## config.mk

```make
export PLATFORM = sky130hd
export DESIGN_NAME = delta_timer_queue
export DESIGN_NICKNAME = d
export VERILOG_FILES = /design/src/hw/rtl/dtq_pkg.sv /design/src/hw/rtl/dtq_store.sv /design/src/hw/rtl/delta_timer_queue.sv
export VERILOG_INCLUDE_DIRS = /design/src /design/src/hw/rtl
export SDC_FILE = /design/constraint.sdc
export NUM_CORES = 1
export LEC_CHECK = 0
export ABC_AREA = 0
export BUFFER_PORTS_ARGS = -buffer_cell sky130_fd_sc_hd__clkbuf_2
export CORE_MARGIN = 2
export CORE_UTILIZATION = 50
export CTS_BUF_LIST = sky130_fd_sc_hd__clkbuf_8
export CTS_CLUSTER_DIAMETER = 30
export DETAILED_ROUTE_END_ITERATION = 10
export GPL_ROUTABILITY_DRIVEN = 0
export PLACE_DENSITY = 0.72
export SLEW_MARGIN = 0
export SYNTH_ARGS = -nofsm -noshare
export SYNTH_HDL_FRONTEND = slang
export SYNTH_HIERARCHICAL = 1
export SYNTH_SLANG_ARGS = --single-unit
```

## constraint.sdc

```tcl
create_clock -name clk -period 7.6 [get_ports clk]
set_clock_uncertainty 0.2 [all_clocks]
set_input_delay 1.52 -clock clk [delete_from_list [all_inputs] [get_ports clk]]
set_output_delay 1.52 -clock clk [all_outputs]
set_load 0.1 [all_outputs]
```

## src/hw/rtl/delta_timer_queue_macros.svh

```systemverilog
// Assertion macros used by the delta timer queue top level.
`ifndef DELTA_TIMER_QUEUE_MACROS_SVH
`define DELTA_TIMER_QUEUE_MACROS_SVH

`ifndef ASSERT_OFF

// Concurrent assertion on an explicit clock and reset.
`define ASSERT_CLK(lbl, c, r, p, m) \
  lbl: assert property (@(posedge c) disable iff (r) p) else $error(m);

// Concurrent assertion on the block clock clk and reset rst.
`define ASSERT_STD(lbl, p, m) \
  `ASSERT_CLK(lbl, clk, rst, p, m)

`else

`define ASSERT_CLK(lbl, c, r, p, m)
`define ASSERT_STD(lbl, p, m)

`endif

`endif

```

## src/hw/rtl/dtq_pkg.sv

```systemverilog
// Types, constants and codes of the delta timer queue.
`default_nettype none

package dtq_pkg;

  // Number of processes, one timer entry each.
  localparam int PROC_COUNT  = 16;
  // Most expiries reported for one tick.
  localparam int MAX_RESULTS = 16;

  localparam int IDX_W   = $clog2(PROC_COUNT);
  localparam int LINK_W  = $clog2(PROC_COUNT + 1);
  localparam int CNT_W   = $clog2(MAX_RESULTS + 1);
  localparam int PID_W   = 4;
  localparam int DELTA_W = 16;
  localparam int TPS_W   = 16;

  // Link value that ends the list and marks an empty queue.
  localparam logic [LINK_W-1:0] NIL = LINK_W'(PROC_COUNT);
  localparam logic [CNT_W-1:0] MAX_CNT = CNT_W'(MAX_RESULTS);
  localparam logic [TPS_W-1:0] TPS_RESET = TPS_W'(60);

  // Input command codes.
  localparam logic CMD_TICK   = 1'b0;
  localparam logic CMD_INSERT = 1'b1;

  // Result kind codes.
  localparam logic [1:0] KIND_ACK       = 2'd0;
  localparam logic [1:0] KIND_EXPIRED   = 2'd1;
  localparam logic [1:0] KIND_IDLE_TICK = 2'd2;

  // Result status codes.
  localparam logic STATUS_OK     = 1'b0;
  localparam logic STATUS_REJECT = 1'b1;

  // Sequencer states.
  typedef enum logic [2:0] {
    ST_IDLE,
    ST_WALK,
    ST_LINK,
    ST_SPLICE,
    ST_DEC,
    ST_EXP,
    ST_EMIT
  } state_t;

  // One write into the entry store; all enabled fields share the address.
  typedef struct packed {
    logic               delta_we;
    logic               link_we;
    logic               pend_we;
    logic [IDX_W-1:0]   addr;
    logic [DELTA_W-1:0] delta;
    logic [LINK_W-1:0]  link;
    logic               pend;
  } dtq_wr_t;

endpackage

`default_nettype wire

```

## src/hw/rtl/dtq_store.sv

```systemverilog
// Entry store of the timer queue: delta, link and pending flag per process.
`default_nettype none

module dtq_store
  import dtq_pkg::*;
(
  input  wire logic                  clk,
  input  wire logic                  rst,
  input  wire dtq_wr_t               wr,
  input  wire logic [IDX_W-1:0]      rd_addr,
  output logic      [DELTA_W-1:0]    rd_delta,
  output logic      [LINK_W-1:0]     rd_link,
  output logic      [PROC_COUNT-1:0] pending
);

  logic [DELTA_W-1:0] delta_mem [PROC_COUNT];
  logic [LINK_W-1:0]  link_mem  [PROC_COUNT];

  // Delta and link entries hold no reset; they are read only after an insert.
  always_ff @(posedge clk) begin
    if (wr.delta_we) begin
      delta_mem[wr.addr] <= wr.delta;
    end
    if (wr.link_we) begin
      link_mem[wr.addr] <= wr.link;
    end
  end

  // Pending flags clear at reset.
  always_ff @(posedge clk) begin
    if (rst) begin
      pending <= '0;
    end else if (wr.pend_we) begin
      pending[wr.addr] <= wr.pend;
    end
  end

  // Single read port at the entry the sequencer is looking at.
  assign rd_delta = delta_mem[rd_addr];
  assign rd_link  = link_mem[rd_addr];

endmodule

`default_nettype wire

```

## src/hw/rtl/delta_timer_queue.sv

```systemverilog
// Top level of the delta timer queue: sequencer, prescaler and result register.
//
// Input stream (s_*): s_tuser is the command (0 raw tick, 1 insert), s_tdata
// carries proc_id and delay. One request is taken at a time; s_tready is high
// only while the sequencer is idle.
// Output stream (m_*): one result register. m_tuser is the result kind,
// m_tdata carries the process and the status, m_tlast marks the final result
// of a request.
// Configuration (cfg_*): ticks_per_second, always ready, to be written by the user only while idle (unchecked).
// Sequence: an insert passes one list entry per cycle until it finds its place,
// then writes the new entry, links it in and loads its acknowledgement. A
// rejected insert loads its acknowledgement directly. A tick lowers the head
// delta on a full second, then unlinks each expired timer and loads its result,
// or loads an idle-tick result when none expires. The next request is taken the
// cycle after the final result is loaded. The entry store has a single read
// port.
// Reset empties the queue, clears all pending flags and the prescaler, and
// sets ticks_per_second to 60. When the receiver stalls, the sequencer holds
// its next result and waits; no result is dropped.
`default_nettype none

`include "delta_timer_queue_macros.svh"

module delta_timer_queue
  import dtq_pkg::*;
(
  input  wire logic        clk,
  input  wire logic        rst,
  // Requests in.
  input  wire logic        s_tvalid,
  output logic             s_tready,
  input  wire logic [23:0] s_tdata,   // [3:0] proc_id, [19:4] delay, [23:20] zero
  input  wire logic        s_tuser,   // [0] command
  // Results out.
  output logic             m_tvalid,
  input  wire logic        m_tready,
  output logic      [7:0]  m_tdata,   // [3:0] done_proc, [4] status, [7:5] zero
  output logic      [1:0]  m_tuser,   // [1:0] kind
  output logic             m_tlast,   // last
  // Configuration write.
  input  wire logic        cfg_valid,
  output logic             cfg_ready,
  input  wire logic [15:0] cfg_data   // ticks_per_second
);

  state_t state, state_next;

  logic [PID_W-1:0]   pid, pid_next;
  logic [DELTA_W-1:0] remain, remain_next;
  logic [LINK_W-1:0]  cur, cur_next;
  logic [LINK_W-1:0]  prev, prev_next;
  logic [LINK_W-1:0]  queue_head, queue_head_next;
  logic [TPS_W-1:0]   sub_count, sub_count_next;
  logic [TPS_W-1:0]   tps;
  logic               held, held_next;
  logic [CNT_W-1:0]   exp_count, exp_count_next;

  logic [1:0]       res_kind, res_kind_next;
  logic [PID_W-1:0] res_proc, res_proc_next;
  logic             res_status, res_status_next;
  logic             res_last, res_last_next;
  state_t           res_ret, res_ret_next;

  logic [PID_W-1:0] m_proc;
  logic             m_status;
  logic             out_load;

  dtq_wr_t             wr;
  logic [IDX_W-1:0]    rd_addr;
  logic [DELTA_W-1:0]  rd_delta;
  logic [LINK_W-1:0]   rd_link;
  logic [PROC_COUNT-1:0] pending;

  logic               in_cmd;
  logic [PID_W-1:0]   in_pid;
  logic [DELTA_W-1:0] in_delay;
  logic               in_range;
  logic [IDX_W-1:0]   pid_idx;
  logic [TPS_W-1:0]   limit;
  logic [TPS_W:0]     sub_inc;
  logic               expire_ok;

  // Request fields.
  assign in_cmd   = s_tuser;
  assign in_pid   = s_tdata[3:0];
  assign in_delay = s_tdata[19:4];
  assign in_range = (int'(in_pid) < PROC_COUNT);
  assign pid_idx  = IDX_W'(pid);

  assign s_tready  = (state == ST_IDLE);
  assign cfg_ready = 1'b1;

  // Prescaler compare: a limit of zero counts as one.
  assign limit   = (tps == '0) ? TPS_W'(1) : tps;
  assign sub_inc = {1'b0, sub_count} + (TPS_W + 1)'(1);

  // The walk reads the current entry; every other state reads the head.
  assign rd_addr = (state == ST_WALK) ? cur[IDX_W-1:0] : queue_head[IDX_W-1:0];

  // The head expires when it is present, at zero, and the tick has room left.
  assign expire_ok = (exp_count < MAX_CNT) && (queue_head != NIL) && (rd_delta == '0);

  dtq_store u_store (
    .clk      (clk),
    .rst      (rst),
    .wr       (wr),
    .rd_addr  (rd_addr),
    .rd_delta (rd_delta),
    .rd_link  (rd_link),
    .pending  (pending)
  );

  // Sequencer state register.
  always_ff @(posedge clk) begin
    if (rst) begin
      state <= ST_IDLE;
    end else begin
      state <= state_next;
    end
  end

  // Next state, datapath updates and store writes.
  always_comb begin
    state_next      = state;
    pid_next        = pid;
    remain_next     = remain;
    cur_next        = cur;
    prev_next       = prev;
    queue_head_next = queue_head;
    sub_count_next  = sub_count;
    held_next       = held;
    exp_count_next  = exp_count;
    res_kind_next   = res_kind;
    res_proc_next   = res_proc;
    res_status_next = res_status;
    res_last_next   = res_last;
    res_ret_next    = res_ret;
    out_load        = 1'b0;
    wr              = '0;

    unique case (state)
      ST_IDLE: begin
        if (s_tvalid) begin
          if (in_cmd == CMD_INSERT) begin
            pid_next = in_pid;
            if (!in_range || pending[IDX_W'(in_pid)]) begin
              res_kind_next   = KIND_ACK;
              res_proc_next   = in_pid;
              res_status_next = STATUS_REJECT;
              res_last_next   = 1'b1;
              res_ret_next    = ST_IDLE;
              state_next      = ST_EMIT;
            end else begin
              remain_next = (in_delay == '0) ? DELTA_W'(1) : in_delay;
              prev_next   = NIL;
              cur_next    = queue_head;
              state_next  = ST_WALK;
            end
          end else begin
            held_next      = 1'b0;
            exp_count_next = '0;
            if (sub_inc >= {1'b0, limit}) begin
              sub_count_next = '0;
              state_next     = ST_DEC;
            end else begin
              sub_count_next = sub_inc[TPS_W-1:0];
              state_next     = ST_EXP;
            end
          end
        end
      end

      // One list entry per cycle: stop in front of the first larger delta.
      ST_WALK: begin
        if (cur == NIL) begin
          state_next = ST_LINK;
        end else if (remain < rd_delta) begin
          wr.delta_we = 1'b1;
          wr.addr     = cur[IDX_W-1:0];
          wr.delta    = rd_delta - remain;
          state_next  = ST_LINK;
        end else begin
          remain_next = remain - rd_delta;
          prev_next   = cur;
          cur_next    = rd_link;
        end
      end

      // Write the new entry itself.
      ST_LINK: begin
        wr.delta_we = 1'b1;
        wr.link_we  = 1'b1;
        wr.pend_we  = 1'b1;
        wr.addr     = pid_idx;
        wr.delta    = remain;
        wr.link     = cur;
        wr.pend     = 1'b1;
        state_next  = ST_SPLICE;
      end

      // Point the predecessor, or the head, at the new entry.
      ST_SPLICE: begin
        if (prev != NIL) begin
          wr.link_we = 1'b1;
          wr.addr    = prev[IDX_W-1:0];
          wr.link    = LINK_W'(pid_idx);
        end else begin
          queue_head_next = LINK_W'(pid_idx);
        end
        res_kind_next   = KIND_ACK;
        res_proc_next   = pid;
        res_status_next = STATUS_OK;
        res_last_next   = 1'b1;
        res_ret_next    = ST_IDLE;
        state_next      = ST_EMIT;
      end

      // A full second lowers the head delta.
      ST_DEC: begin
        if (queue_head != NIL && rd_delta != '0) begin
          wr.delta_we = 1'b1;
          wr.addr     = queue_head[IDX_W-1:0];
          wr.delta    = rd_delta - DELTA_W'(1);
        end
        state_next = ST_EXP;
      end

      // Unlink expired heads; a held result goes out once the next is known.
      ST_EXP: begin
        if (expire_ok) begin
          if (held) begin
            res_last_next = 1'b0;
            res_ret_next  = ST_EXP;
            held_next     = 1'b0;
            state_next    = ST_EMIT;
          end else begin
            wr.pend_we      = 1'b1;
            wr.addr         = queue_head[IDX_W-1:0];
            wr.pend         = 1'b0;
            res_kind_next   = KIND_EXPIRED;
            res_proc_next   = PID_W'(queue_head[IDX_W-1:0]);
            res_status_next = STATUS_OK;
            queue_head_next = (rd_link > NIL) ? NIL : rd_link;
            exp_count_next  = exp_count + CNT_W'(1);
            held_next       = 1'b1;
          end
        end else begin
          if (!held) begin
            res_kind_next   = KIND_IDLE_TICK;
            res_proc_next   = '0;
            res_status_next = STATUS_OK;
          end
          held_next     = 1'b0;
          res_last_next = 1'b1;
          res_ret_next  = ST_IDLE;
          state_next    = ST_EMIT;
        end
      end

      // Move the pending result into the output register once it is free.
      ST_EMIT: begin
        if (!m_tvalid || m_tready) begin
          out_load   = 1'b1;
          state_next = res_ret;
        end
      end

      default: begin
        state_next = ST_IDLE;
      end
    endcase
  end

  // Control registers.
  always_ff @(posedge clk) begin
    if (rst) begin
      queue_head <= NIL;
      sub_count  <= '0;
      held       <= 1'b0;
      exp_count  <= '0;
    end else begin
      queue_head <= queue_head_next;
      sub_count  <= sub_count_next;
      held       <= held_next;
      exp_count  <= exp_count_next;
    end
  end

  // Datapath and pending-result registers.
  always_ff @(posedge clk) begin
    pid        <= pid_next;
    remain     <= remain_next;
    cur        <= cur_next;
    prev       <= prev_next;
    res_kind   <= res_kind_next;
    res_proc   <= res_proc_next;
    res_status <= res_status_next;
    res_last   <= res_last_next;
    res_ret    <= res_ret_next;
  end

  // Configuration register.
  always_ff @(posedge clk) begin
    if (rst) begin
      tps <= TPS_RESET;
    end else if (cfg_valid && cfg_ready) begin
      tps <= cfg_data;
    end
  end

  // Output register valid flag.
  always_ff @(posedge clk) begin
    if (rst) begin
      m_tvalid <= 1'b0;
    end else if (out_load) begin
      m_tvalid <= 1'b1;
    end else if (m_tready) begin
      m_tvalid <= 1'b0;
    end
  end

  // Output register payload.
  always_ff @(posedge clk) begin
    if (out_load) begin
      m_tuser  <= res_kind;
      m_proc   <= res_proc;
      m_status <= res_status;
      m_tlast  <= res_last;
    end
  end

  assign m_tdata = {3'b000, m_status, m_proc};

  // Every accepted request leaves the idle state.
  `ASSERT_STD(a_accept_leaves_idle, (s_tvalid && s_tready) |=> (state != ST_IDLE), "request accepted but sequencer stayed idle")

  // The walk never meets the entry that is being inserted.
  `ASSERT_STD(a_walk_not_self, (state == ST_WALK && cur != NIL) |-> (cur[IDX_W-1:0] != pid_idx), "insert walk reached its own entry")

  // One tick never reports more expiries than allowed.
  `ASSERT_STD(a_expiry_bound, (state == ST_EXP) |-> (exp_count <= MAX_CNT), "too many expiries in one tick")

  // The output register is only reloaded when it is free.
  `ASSERT_STD(a_no_overwrite, (m_tvalid && !m_tready) |-> !out_load, "result overwritten while stalled")

endmodule

`default_nettype wire
```

=== After elaboration in Yosys (flattened, before gate mapping) ===
Memories as Yosys holds them, arrays and structs flattened.
Cells that the tools add are included.

* Add/sub/neg operators: 5
* Divide/modulo/power cells: 0
* $mul: 0
* Bitwise gates (word level): 1
* Order comparisons: 7
* Muxes and demuxes: 106
* Reductions and logical operators: 25
* Eq/ne operators: 22
* Shift operators: 0

{| class="wikitable"
|+ Operators with widths
! operator !! number
|-
| 16-bit 2-to-1 mux || 8
|-
| 5-bit 2-to-1 mux || 20
|-
| 20-bit 2-to-1 mux || 3
|-
| 5-bit one-hot mux with 2 select lines || 5
|-
| 16-bit logical NOT || 3
|-
| 16-bit one-hot mux with 3 select lines || 1
|-
| 3-bit 2-to-1 mux || 13
|-
| 4-bit 2-to-1 mux || 9
|-
| 16-bit one-hot mux with 2 select lines || 1
|-
| 16-bit subtractor || 2
|-
| 1-bit 2-to-1 mux || 26
|-
| 3-bit one-hot mux with 7 select lines || 1
|-
| 4-bit one-hot mux with 5 select lines || 1
|-
| 2-bit inequality test (second input constant) || 9
|-
| 16-bit by 1-bit adder with 17-bit output (second input constant) || 1
|-
| 17-bit by 16-bit >= comparator with 1-bit output || 1
|-
| 16-bit bitwise mux || 1
|-
| 16-bit < comparator || 1
|-
| 16-bit nonzero test || 1
|-
| 16-bit by 1-bit subtractor with 16-bit output (second input constant) || 1
|-
| 5-bit AND reduction || 3
|-
| 2-bit 2-to-1 mux || 6
|-
| 4-bit one-hot mux with 3 select lines || 1
|-
| 4-bit by 5-bit < comparator with 1-bit output (second input constant) || 2
|-
| other kinds (28) || 46
|}

* ROM bits: 0
* Latch bits: 0
* Bits of input ports: 46
* Memories kept: 2
* Bits in registers: 112
* Bits in writable memories: 336

{| class="wikitable"
|+ Memories
! name !! words !! width !! rd ports !! clocked after Yosys merged registers in !! write ports !! line !! RTL
|-
| u_store.delta_mem || 16 || 16 || 1 || 0 || 1 || dtq_store.sv:16 || <nowiki>logic [DELTA_W-1:0] delta_mem [PROC_COUNT];</nowiki>
|-
| u_store.link_mem || 16 || 5 || 1 || 0 || 1 || dtq_store.sv:17 || <nowiki>logic [LINK_W-1:0] link_mem [PROC_COUNT];</nowiki>
|}

=== Logic depth before layout (Yosys ltp) ===
Gate-level depths: netlist of run 1.
An unclocked memory read counts as a cell.

* Word-level depth: 12
* Mapped depth: 26

=== Modules after synthesis ===
Netlist of run 1, hierarchy kept.

{| class="wikitable"
|+ By module, submodules not included
! module !! cells each !! times used !! area an instance (um2)
|-
| dtq_store || 652 || 1 || 13764.5
|-
| delta_timer_queue || 805 || 1 || 6890.4
|}

=== Least setup slack after synthesis of run 1 ===
Ideal clock, no wire load.

* Kind: register to register
* Start: reg state[1]
* End: mem u_store.delta_mem[9][0], enable pin
* Stages on the path, launching flop included: 24
* Arrival time: 5.778 ns
* Required time: 7.026 ns
* Period minus slack after synthesis: 6.352 ns
* Slack: 1.248 ns
* Library setup time: 0.374 ns
* Cell sequence: dfxtp_1 clkinv_1 nand3_1 clkbuf_1 clkbuf_1 nand2_1 nand2_1 buf_6 buf_12 mux4_1 a22oi_1 nand2_1 inv_1 ha_1 or4b_4 nor3_4 nand4_2 or2_4 nand2_2 a222oi_1 o21ai_0 nor2b_1 clkbuf_1 and3_1

{| class="wikitable"
|+ RTL lines
! what !! line !! RTL
|-
| start, declared || delta_timer_queue.sv:46 || <nowiki>state_t state, state_next;</nowiki>
|-
| start signal, assigned || delta_timer_queue.sv:118 || <nowiki>state <= state_next;</nowiki>
|-
| end, declared || dtq_store.sv:16 ||
|}

==> summary.md, run 1 <==
| Metric | Value |
|---|---|
| Mapped Area | between 20000 and 25000 µm² |
| DR pass1 iterations | 7 |
| CTS tree | yes |
| Initial core utilization | 50.6% |
| Worst Path Class, Setup | reg -> reg |
| Final Instance Area | 23400 µm² |
| Most common cell after layout, fill and taps aside | edfxtp_1 |
| Static Leak | ~0.0084 µW |
| Outcome | finished clean |
| Crit path largest cell delay | around 1.3 ns |
| Cell Area, Placed | 21500 µm² |
| Clock buffer depth | 3 |
| Syn avg cell area | ~14 µm² |
| Critical Path RT | between 7 and 8 ns |
| DP HPWL | approximately 30000 µm |
| Fmax achieved | ~0.14 GHz |
| Critical path's slowest cell | o221ai_1 |
| Min Tclk post-route | approximately 7.2 ns |
| Worst-path cell chain | clkinv_1, nand3_1, buf_4, nand2_1, nand2b_4, buf_4, mux4_2, a22oi_1, nand2_1, ha_1, a21oi_1, a21oi_1, a21oi_1, o311ai_2, o31ai_4, nand2_1, o221ai_1 |
| Die area | 43000 µm² |
| Worst EP arrival | between 7 and 8 ns |
| # setup viols final | 0 |
| Routed WL per cell | about 21 µm |
| Die H | roughly 210 µm |
| Pwr dens | 446 nW/µm² |
| CP max FO | 34 |
| Clk slew on worst S/H paths | 0.05 ns |
| Final worst setup slack | about 0.44 ns |
| WL final | 45200 µm |
| Post-Syn Instances | ~1.5k |
| Sequential element share of the synthesized area | slightly above 60% |
| Grt ovf | 0 |
| Reg-to-Reg Start | state[2] |
| Setup WS pre-CTS | around 0.51 ns |
| Most frequent cells in the layout | edfxtp_1, nand2_1, inv_1, clkbuf_8, a21oi_1 |
| Die W | between 200 and 250 µm |
| Crit path capture type | register |
| DR vias | around 13k |
| First-iteration detailed-routing DRC count | about 1.1k |
| First-pass GRT wire length | between 70000 and 80000 µm |
| Max Transition Viols Final | 0 |
| Post-synth ARST share | 0% |
| Hold Crit Class | reg -> reg |
| I/O Buffers | 51 |
| Max-Cap Viols | 0 |
| Row count | 74 |
| RSZ-0062 raised after global routing | false |
| Setup TNS | 0 ns |
| Worst-Margin Slew | approximately 1.5 ns |
| Largest net degree at the start of global routing | between 40 and 50 |
| Crit path buf inv count | 3 |
| Initial antenna violation count | 0 |
| Share of cells above drive strength 1 | 19.2% |
| Max IR drop VDD | between 0.2 and 0.25 mV |
| ANT cells | 0 |
| Predominant post-synthesis flop cell | edfxtp_1 |
| Synth warn | 6 |
| Yosys reg bits | roughly 450 |
| CTS H-tree depth | 3 |
| Headroom to the max-slew limit | 1.57% |
| TritonCTS Buffers | 86 |
| Synth unique cells | 77 |
| GRT Overall Usage | between 20% and 30% |
| Worst setup startpoint | state[2] |
| Post-synth EDFFs | 383 |
| Vias per cell | 5.89 |
| I/O pin count | 60 |
| Post-CTS setup buffer count | 0 |
| Vias in the first global route | 13.0k |
| Core ar. | a little over 40000 µm² |
| Area Growth Syn to Fin | 13.4% |
| Clock latency on the worst-skew pair | 0.67 ns |
| DRC errors left | 0 |
| Crit share post-route | 94.2% |
| Fin nets | between 1.5k and 2k |
| Hold_sp | res_proc[3] |
| Root buf cell | clkbuf_8 |
| Final hold vios | 0 |
| Final ANT Viol Nets | 0 |
| Min Hold Slack | ~0.22 ns |
| Critical Path Start Type | register |
| Top delay family on crit path | compound AO/OA/AOI/OAI gates |
| Clk sinks | between 400 and 500 |
## synthesized netlist by cell type, drive strengths merged (10+ instances only)
cell | instances | area share [%]
o221ai | 14 | 0.59
mux4 | 89 | 10
a21oi | 70 | 1.7
inv | 81 | 1.5
a22oi | 51 | 1.9
ha | 52 | 3.1
nand3 | 25 | 0.61
nand4 | 22 | 0.70
mux2i | 14 | 0.68
xor2 | 21 | 0.89
nand2b | 15 | 0.45
a31oi | 11 | 0.33
clkbuf | 52 | 0.96
o211ai | 10 | 0.36
xnor2 | 31 | 1.3
edfxtp | 383 | 56
and3 | 40 | 1.2
a22o | 11 | 0.47
nor3 | 14 | 0.39
nand2 | 122 | 2.2
nor2 | 62 | 1.2
a31o | 17 | 0.72
o21ai | 43 | 1.0
dfxtp | 63 | 6.1
nor2b | 16 | 0.50
nor4 | 11 | 0.33
buf | 33 | 1.3
## routing by layer
layer	share of wire, %	global-route usage (%)	vias to the layer above	wire length [µm]
met5	0	0	-	0
met4	2.2	8.00	0	1010
met3	6.9	4.75	74	3100
met2	50	35.5	422	22500
met1	41	26.9	6359	18600
li1	-	-	5903	-
## power breakdown
group | leakage (µW) | total, µW | internal, µW | switching, µW
Clock | 0.00102 | 2570 | 1490 | 1080
Combinational | 0.00344 | 4430 | 1580 | 2850
Sequential | 0.00392 | 3460 | 3330 | 126
## through the flow
step                instances  total power [µW]  utilization, %
finish                   2165             10500            57.4
CTS                      2162             10400            57.3
detailed placement       2001              7840            52.6
global route             2165             11100            57.4
floorplan                1459              6710               -
global placement         2001              7710            52.6
## worst paths after layout
check | to | slack (ns) | depth (start not counted)
worst max-delay path | u_store/delta_mem[3][9] | 0.44 | 17
worst min-delay path | m_proc[3] | 0.22 | 0
worst max register to register | u_store/delta_mem[3][9] | 0.44 | 17
worst min register to register | m_proc[3] | 0.22 | 0
## registers in the layout, indices dropped and copies added (netlist names), 2 cells and up
register,cells
u_store/delta_mem,256
u_store/link_mem,80
remain,16
sub_count,16
tps,16
u_store/pending,16
cur,5
exp_count,5
prev,5
queue_head,5
m_proc,4
pid,4
res_proc,4
state,3
m_tuser,2
res_kind,2
## what timing repair did
action	in CTS	in global routing
endpoints found under the setup margin	0	113
gates resized for setup	0	5
hold buffers	0	0
## cell type report
| class | instances | area, µm² |
|---|---|---|
| fillers | 3053 | 17400 |
| repair buffers | 98 | 614 |
| inverters | 83 | 312 |
| flip-flops and latches | 446 | 12800 |
| multi-input cells | 845 | 7180 |
| well taps | 532 | 666 |
| clock inverters | 73 | 689 |
| clock buffers | 88 | 1210 |
## cell families (layout without fill, tap and decap cells)
group | Yosys count | after routing | synth area share [%]
DFF | 446 | 446 | 61.8
and+or+nand+nor | 356 | 356 | 8.65
other | 2 | 4 | 0.0364
buffers and inverters | 168 | 342 | 3.74
adders and majority gates | 54 | 54 | 3.34
AOI/OAI and AO/OA | 274 | 274 | 9.05
muxes | 105 | 105 | 11.2
xor gates and xnor gates | 52 | 52 | 2.21
(Power assumes the default switching activity.)
==> run 2, diff against run 1 <==
clock period = 8.2 ns   (was 7.6 ns; I/O delays follow)
==> run 2 against run 1 <==
  * Worst hold slack gained 0.0019 ns
  * Combinational power is 7.9% lower
  * Clock power fell by 23%
==> summary.md, run 2 (synthesis results as in run 1) <==
| Metric | Value |
|---|---|
| Pwr dens | 403 nW/µm² |
| Post-CTS resize count | 0 |
| Largest net degree at the start of global routing | 57 |
| DRC errors left | 0 |
| Share of cells above drive strength 1 | roughly 18% |
| Worst Path Class, Setup | reg -> reg |
| Initial core utilization | approximately half |
| ANT cells | 0 |
| Cts hold-fix bufs | 0 |
| I/O pin count | 60 |
| Final hold vios | 0 |
| Final ANT Viol Nets | 0 |
| Critical Path RT | approximately 8.3 ns |
| GRT Overall Usage | 20.9% |
| Largest regs | u_store/delta_mem (256), u_store/link_mem (80) |
| DR vias | around 13k |
| Root buf cell | clkbuf_8 |
| RSZ-0062 raised after global routing | false |
| Worst EP arrival | about 7.4 ns |
| Largest Register | u_store/delta_mem |
| Area Growth Syn to Fin | 11.5% |
| Post-CTS setup buffer count | 0 |
| Vias in the first global route | about 13k |
| Clk slew on worst S/H paths | 0.06 ns |
| Crit path capture type | register |
| Routed WL per cell | about 21 µm |
| TritonCTS Buffers | 77 |
| Die W | a little over 200 µm |
| Initial antenna violation count | 0 |
| Cell Area, Placed | about 21000 µm² |
| Static Leak | a little over 0.008 µW |
| Max-Cap Viols | 0 |
| First-iteration detailed-routing DRC count | roughly 1.1k |
| Crit share post-route | 89.0% |
| Most frequent cells in the layout | edfxtp_1, nand2_1, inv_1, clkbuf_8, a21oi_1 |
| # setup viols final | 0 |
| I/O Buffers | 51 |
| CTS tree | yes |
| Vias per cell | 5.96 |
| Fmax achieved | roughly 0.14 GHz |
| Worst-Margin Slew | approximately 1.4 ns |
| Row count | between 70 and 80 |
| Largest register FFs | approximately 260 |
| First-pass GRT wire length | about 70000 µm |
| Min Tclk post-route | roughly 7.3 ns |
| CTS H-tree depth | 3 |
| Max IR drop VDD | between 0.2 and 0.25 mV |
| Clock buffer depth | 3 |
| Core Util, Final | a little under three fifths |
| Headroom to the max-slew limit | about 5.6% |
| Core ar. | around 40000 µm² |
| Clk sinks | ~450 |
| Grt ovf | 0 |
| Die H | between 200 and 250 µm |
| Outcome | finished clean |
| WL final | roughly 45000 µm |
| CP max FO | between 50 and 60 |
| Total power | 9280 µW |
| Clock latency on the worst-skew pair | about 0.62 ns |
| Most common cell after layout, fill and taps aside | edfxtp_1 |
| Max Transition Viols Final | 0 |
| DP HPWL | a little under 30000 µm |
| Fin nets | roughly 1.6k |
| Hold Crit Class | reg -> reg |
| Setup TNS | 0 ns |
| Critical Path Start Type | register |
| Die area | roughly 43000 µm² |
| Final Instance Area | ~23000 µm² |
| DR pass1 iterations | 7 |
[run 2: cell count changes in the layout (fill, tap and decap cells not counted), moves of 3 or more]
cell        previous run  this run
inv_1                 98        94
nor2b_2                6         3
bufinv_16             11         5
inv_12                 3         0
clkinvlp_4             4        12
buf_4                 46        37
clkbuf_8              89        78
nor2b_1               10        13
[run 2: metal layers]
layer	track usage, %	up-vias	share of wire [%]
met1	26.8	6380	41
met4	6.55	0	1.8
met5	0	-	0
li1	-	5840	-
met3	4.69	71	7.1
met2	35.4	445	50
[run 2: cell type report]
class	count	area, µm²
well taps	532	666
multi-input cells	845	7170
fillers	3089	17800
repair buffers	90	573
inverters	83	312
flip-flops and latches	446	12800
clock inverters	63	474
clock buffers	78	1070
[run 2: final timing paths]
path	slack, ns	cells after the start	endpoint	from
max	0.90	17	u_store/delta_mem[3][7]	state[0]
min	0.22	0	m_proc[0]	res_proc[0]
max reg2reg	0.90	17	u_store/delta_mem[3][7]	state[0]
min reg2reg	0.22	0	m_proc[0]	res_proc[0]
[run 2: critical path: stages, from the launching register on]
cell,delay (ns)
dfxtp_1,0.61
nand2b_1,0.18
nor2_1,0.51
nand2_1,0.21
nand2_4,0.38
buf_12,0.44
mux4_2,0.57
a22oi_1,0.25
nand2_1,0.19
or4b_4,0.62
nor3_4,0.41
nand4_2,0.16
nor2_2,0.33
o21ai_0,0.14
a31oi_1,0.37
and2_1,0.73
and3_1,0.28
buf_4,0.31
[run 2: where the power goes]
group	total (µW)	switching, µW	internal [µW]	leakage (µW)
registers	3210	116	3090	0.00392
logic	4080	2630	1450	0.00340
clock network	1990	920	1070	0.000805
total	9280	3670	5610	0.00812
[run 2: through the flow]
stage	hold WS, ns	setup WS (ns)	instances
global route	0.231	0.450	2137
detailed placement	0.209	1.01	1993
finish	0.221	0.901	2137
floorplan	0.200	1.85	1459
CTS	0.224	0.985	2134
global placement	0.204	1.13	1993
==> run 3, diff against run 2 <==
--- a/config.mk
+++ b/config.mk
@@ -9,4 +9,5 @@
 export ABC_AREA = 0
 export BUFFER_PORTS_ARGS = -buffer_cell sky130_fd_sc_hd__clkbuf_2
+export CORE_ASPECT_RATIO = 0.8
 export CORE_MARGIN = 2
 export CORE_UTILIZATION = 50
==> constraint.sdc (replaced) <==
create_clock -name clk -period 8.2 [get_ports clk]
set_clock_uncertainty 0.2 [all_clocks]
set_input_delay 0.82 -clock clk [delete_from_list [all_inputs] [get_ports clk]]
set_output_delay 0.82 -clock clk [all_outputs]
set_load 0.1 [all_outputs]
==> run 3 against run 2 <==
  * Combinational power up 3%
  * Worst hold slack worse by 0.018 ns
  * Register-to-register slack worse by 0.22 ns
  * Critical path depth up 2
  * Wire length up 0.62%
  * Global-route usage up 0.72 points
  * Flip-flop and latch count unchanged
  * Critical path type unchanged
==> summary.md, run 3 (synthesis results as in run 1) <==
| Metric | Value |
|---|---|
| Outcome | finished clean |
| First-iteration detailed-routing DRC count | approximately 1.5k |
| # fillers | around 3k |
| Clk sinks | 446 |
| Largest regs | u_store/delta_mem (256), u_store/link_mem (80) |
| First-pass GRT wire length | a little over 70000 µm |
| Hold Crit Class | in -> reg |
| I/O pin count | 60 |
| Core ar. | roughly 41000 µm² |
| Fmax achieved | around 0.13 GHz |
| Max IR drop VDD | ~0.2 mV |
| Routed WL per cell | approximately 21 µm |
| Max-Cap Viols | 0 |
| Min Tclk post-route | ~7.5 ns |
| DP HPWL | between 20000 and 30000 µm |
| Post-CTS setup buffer count | 0 |
| Die W | ~230 µm |
| Die H | approximately 190 µm |
| Clock buffer depth | 3 |
| CTS tree | yes |
| Clock latency on the worst-skew pair | between 0.6 and 0.7 ns |
| Worst-Margin Slew | 1.29 ns |
| Initial core utilization | between 50% and 60% |
| Most common cell after layout, fill and taps aside | edfxtp_1 |
| Largest register FFs | between 200 and 300 |
| Max Transition Viols Final | 0 |
| RSZ-0062 raised after global routing | false |
| Setup TNS | 0 ns |
| DR vias | ~13k |
| Cell Area, Placed | roughly 22000 µm² |
| Crit share post-route | slightly above 90% |
| CP endpoint | u_store/delta_mem[3][0] |
| Crit path capture type | register |
| DR pass1 iterations | 6 |
| GRT Overall Usage | around 22% |
| ANT cells | 0 |
| TritonCTS Buffers | 83 |
| Worst Path Class, Setup | reg -> reg |
| Initial antenna violation count | 0 |
| CP max FO | 34 |
| Root buf cell | clkbuf_8 |
| DRC errors left | 0 |
| Worst-case reg-to-reg path depth | 19 |
| Row count | between 60 and 70 |
| Pwr dens | slightly above 400 nW/µm² |
| # setup viols final | 0 |
| Final ANT Viol Nets | 0 |
| WL final | between 40000 and 50000 µm |
| Reg-to-reg endpoint | u_store/delta_mem[3][0] |
| Largest Register | u_store/delta_mem |
| Die area | between 40000 and 50000 µm² |
| Core Util, Final | between 50% and 60% |
| R2R setup slack | slightly below 0.7 ns |
| Worst EP arrival | 7.58 ns |
| Critical Path Start Type | register |
| Headroom to the max-slew limit | 13.8% |
| I/O Buffers | 51 |
| CTS H-tree depth | 3 |
| Post-CTS resize count | 0 |
| Cts hold-fix bufs | 0 |
| Final Instance Area | between 20000 and 25000 µm² |
| Largest net degree at the start of global routing | 44 |
| Final hold vios | 0 |
| Vias per cell | ~5.9 |
| Reg-to-Reg Start | state[2] |
| Share of cells above drive strength 1 | around a fifth |
| Clk slew on worst S/H paths | about 0.06 ns |
| Vias in the first global route | about 13k |
| Fin nets | between 1.5k and 2k |
| Area Growth Syn to Fin | 13.0% |
| Grt ovf | 0 |
| Most frequent cells in the layout | edfxtp_1, nand2_1, inv_1, clkbuf_8, a21oi_1 |
| Worst setup startpoint | state[2] |
| Static Leak | 0.00831 µW |
| Critical Path RT | around 8.3 ns |
## run 3: cell count changes in the layout (fill, tap and decap cells not counted), sizes merged
cell	before	now
buf	39	45
bufinv	5	9
clkbuf	129	138
clkinv	31	37
clkinvlp	12	6
inv	98	99
## run 3: metrics by stage
step	instances	power, µW	hold slack (ns)	setup slack (ns)
after detailed placement	2014	7360	0.205	0.892
after global placement	2014	7220	0.202	1.07
after CTS	2169	9650	0.166	0.861
after floorplan	1459	6220	0.200	1.85
final	2169	9660	0.203	0.682
after global routing	2169	10200	0.181	0.352
## run 3: worst min-delay path by stage
stage | startpoint | to | slack [ns] | cells after the start
6_report | cfg_data[3] | tps[3] | 0.20 | 3
2_1_floorplan | res_proc[0] | m_proc[0] | 0.20 | 0
3_3_place_gp | res_proc[2] | m_proc[2] | 0.20 | 0
3_5_place_dp | res_proc[1] | m_proc[1] | 0.20 | 0
5_1_grt | s_tdata[2] | pid[2] | 0.18 | 1
4_1_cts | cfg_data[14] | tps[14] | 0.17 | 3
## run 3: critical path: stages, from the launching register on
cell	delay, ns
dfxtp_1	0.59
clkinv_1	0.35
nand3_1	0.21
buf_4	0.34
nand2_1	0.18
nand2b_4	0.40
mux4_1	0.37
a22oi_1	0.27
nand2_1	0.28
inv_1	0.17
ha_1	0.22
or4b_4	0.52
nor3_4	0.39
nand4_2	0.16
or2_4	0.31
nand2_2	0.10
a222oi_1	0.08
o21ai_0	0.50
and2_1	0.47
and3_1	0.97
## run 3: power breakdown
part           switching [µW]  internal [µW]
Combinational            2690           1500
Sequential                124           3080
Clock                     965           1300
Total                    3780           5880
## run 3: metal layers
layer / track usage (%) / part of all wire (%) / up-vias
li1: - / - / 5879
met1: 31.0 / 44 / 6324
met2: 32.1 / 44 / 551
met3: 5.96 / 10 / 81
met4: 6.27 / 1.9 / 2
met5: 0.926 / 0.11 / -
## run 3: cell type report
type | instances | area, µm² | share of cell area [%]
clock inverters | 68 | 609 | 2.61
clock buffers | 87 | 1200 | 5.13
repair buffers | 96 | 618 | 2.65
inverters | 83 | 312 | 1.34
well taps | 544 | 681 | 2.92
multi-input cells | 845 | 7150 | 30.7
flip-flops and latches | 446 | 12800 | 54.7
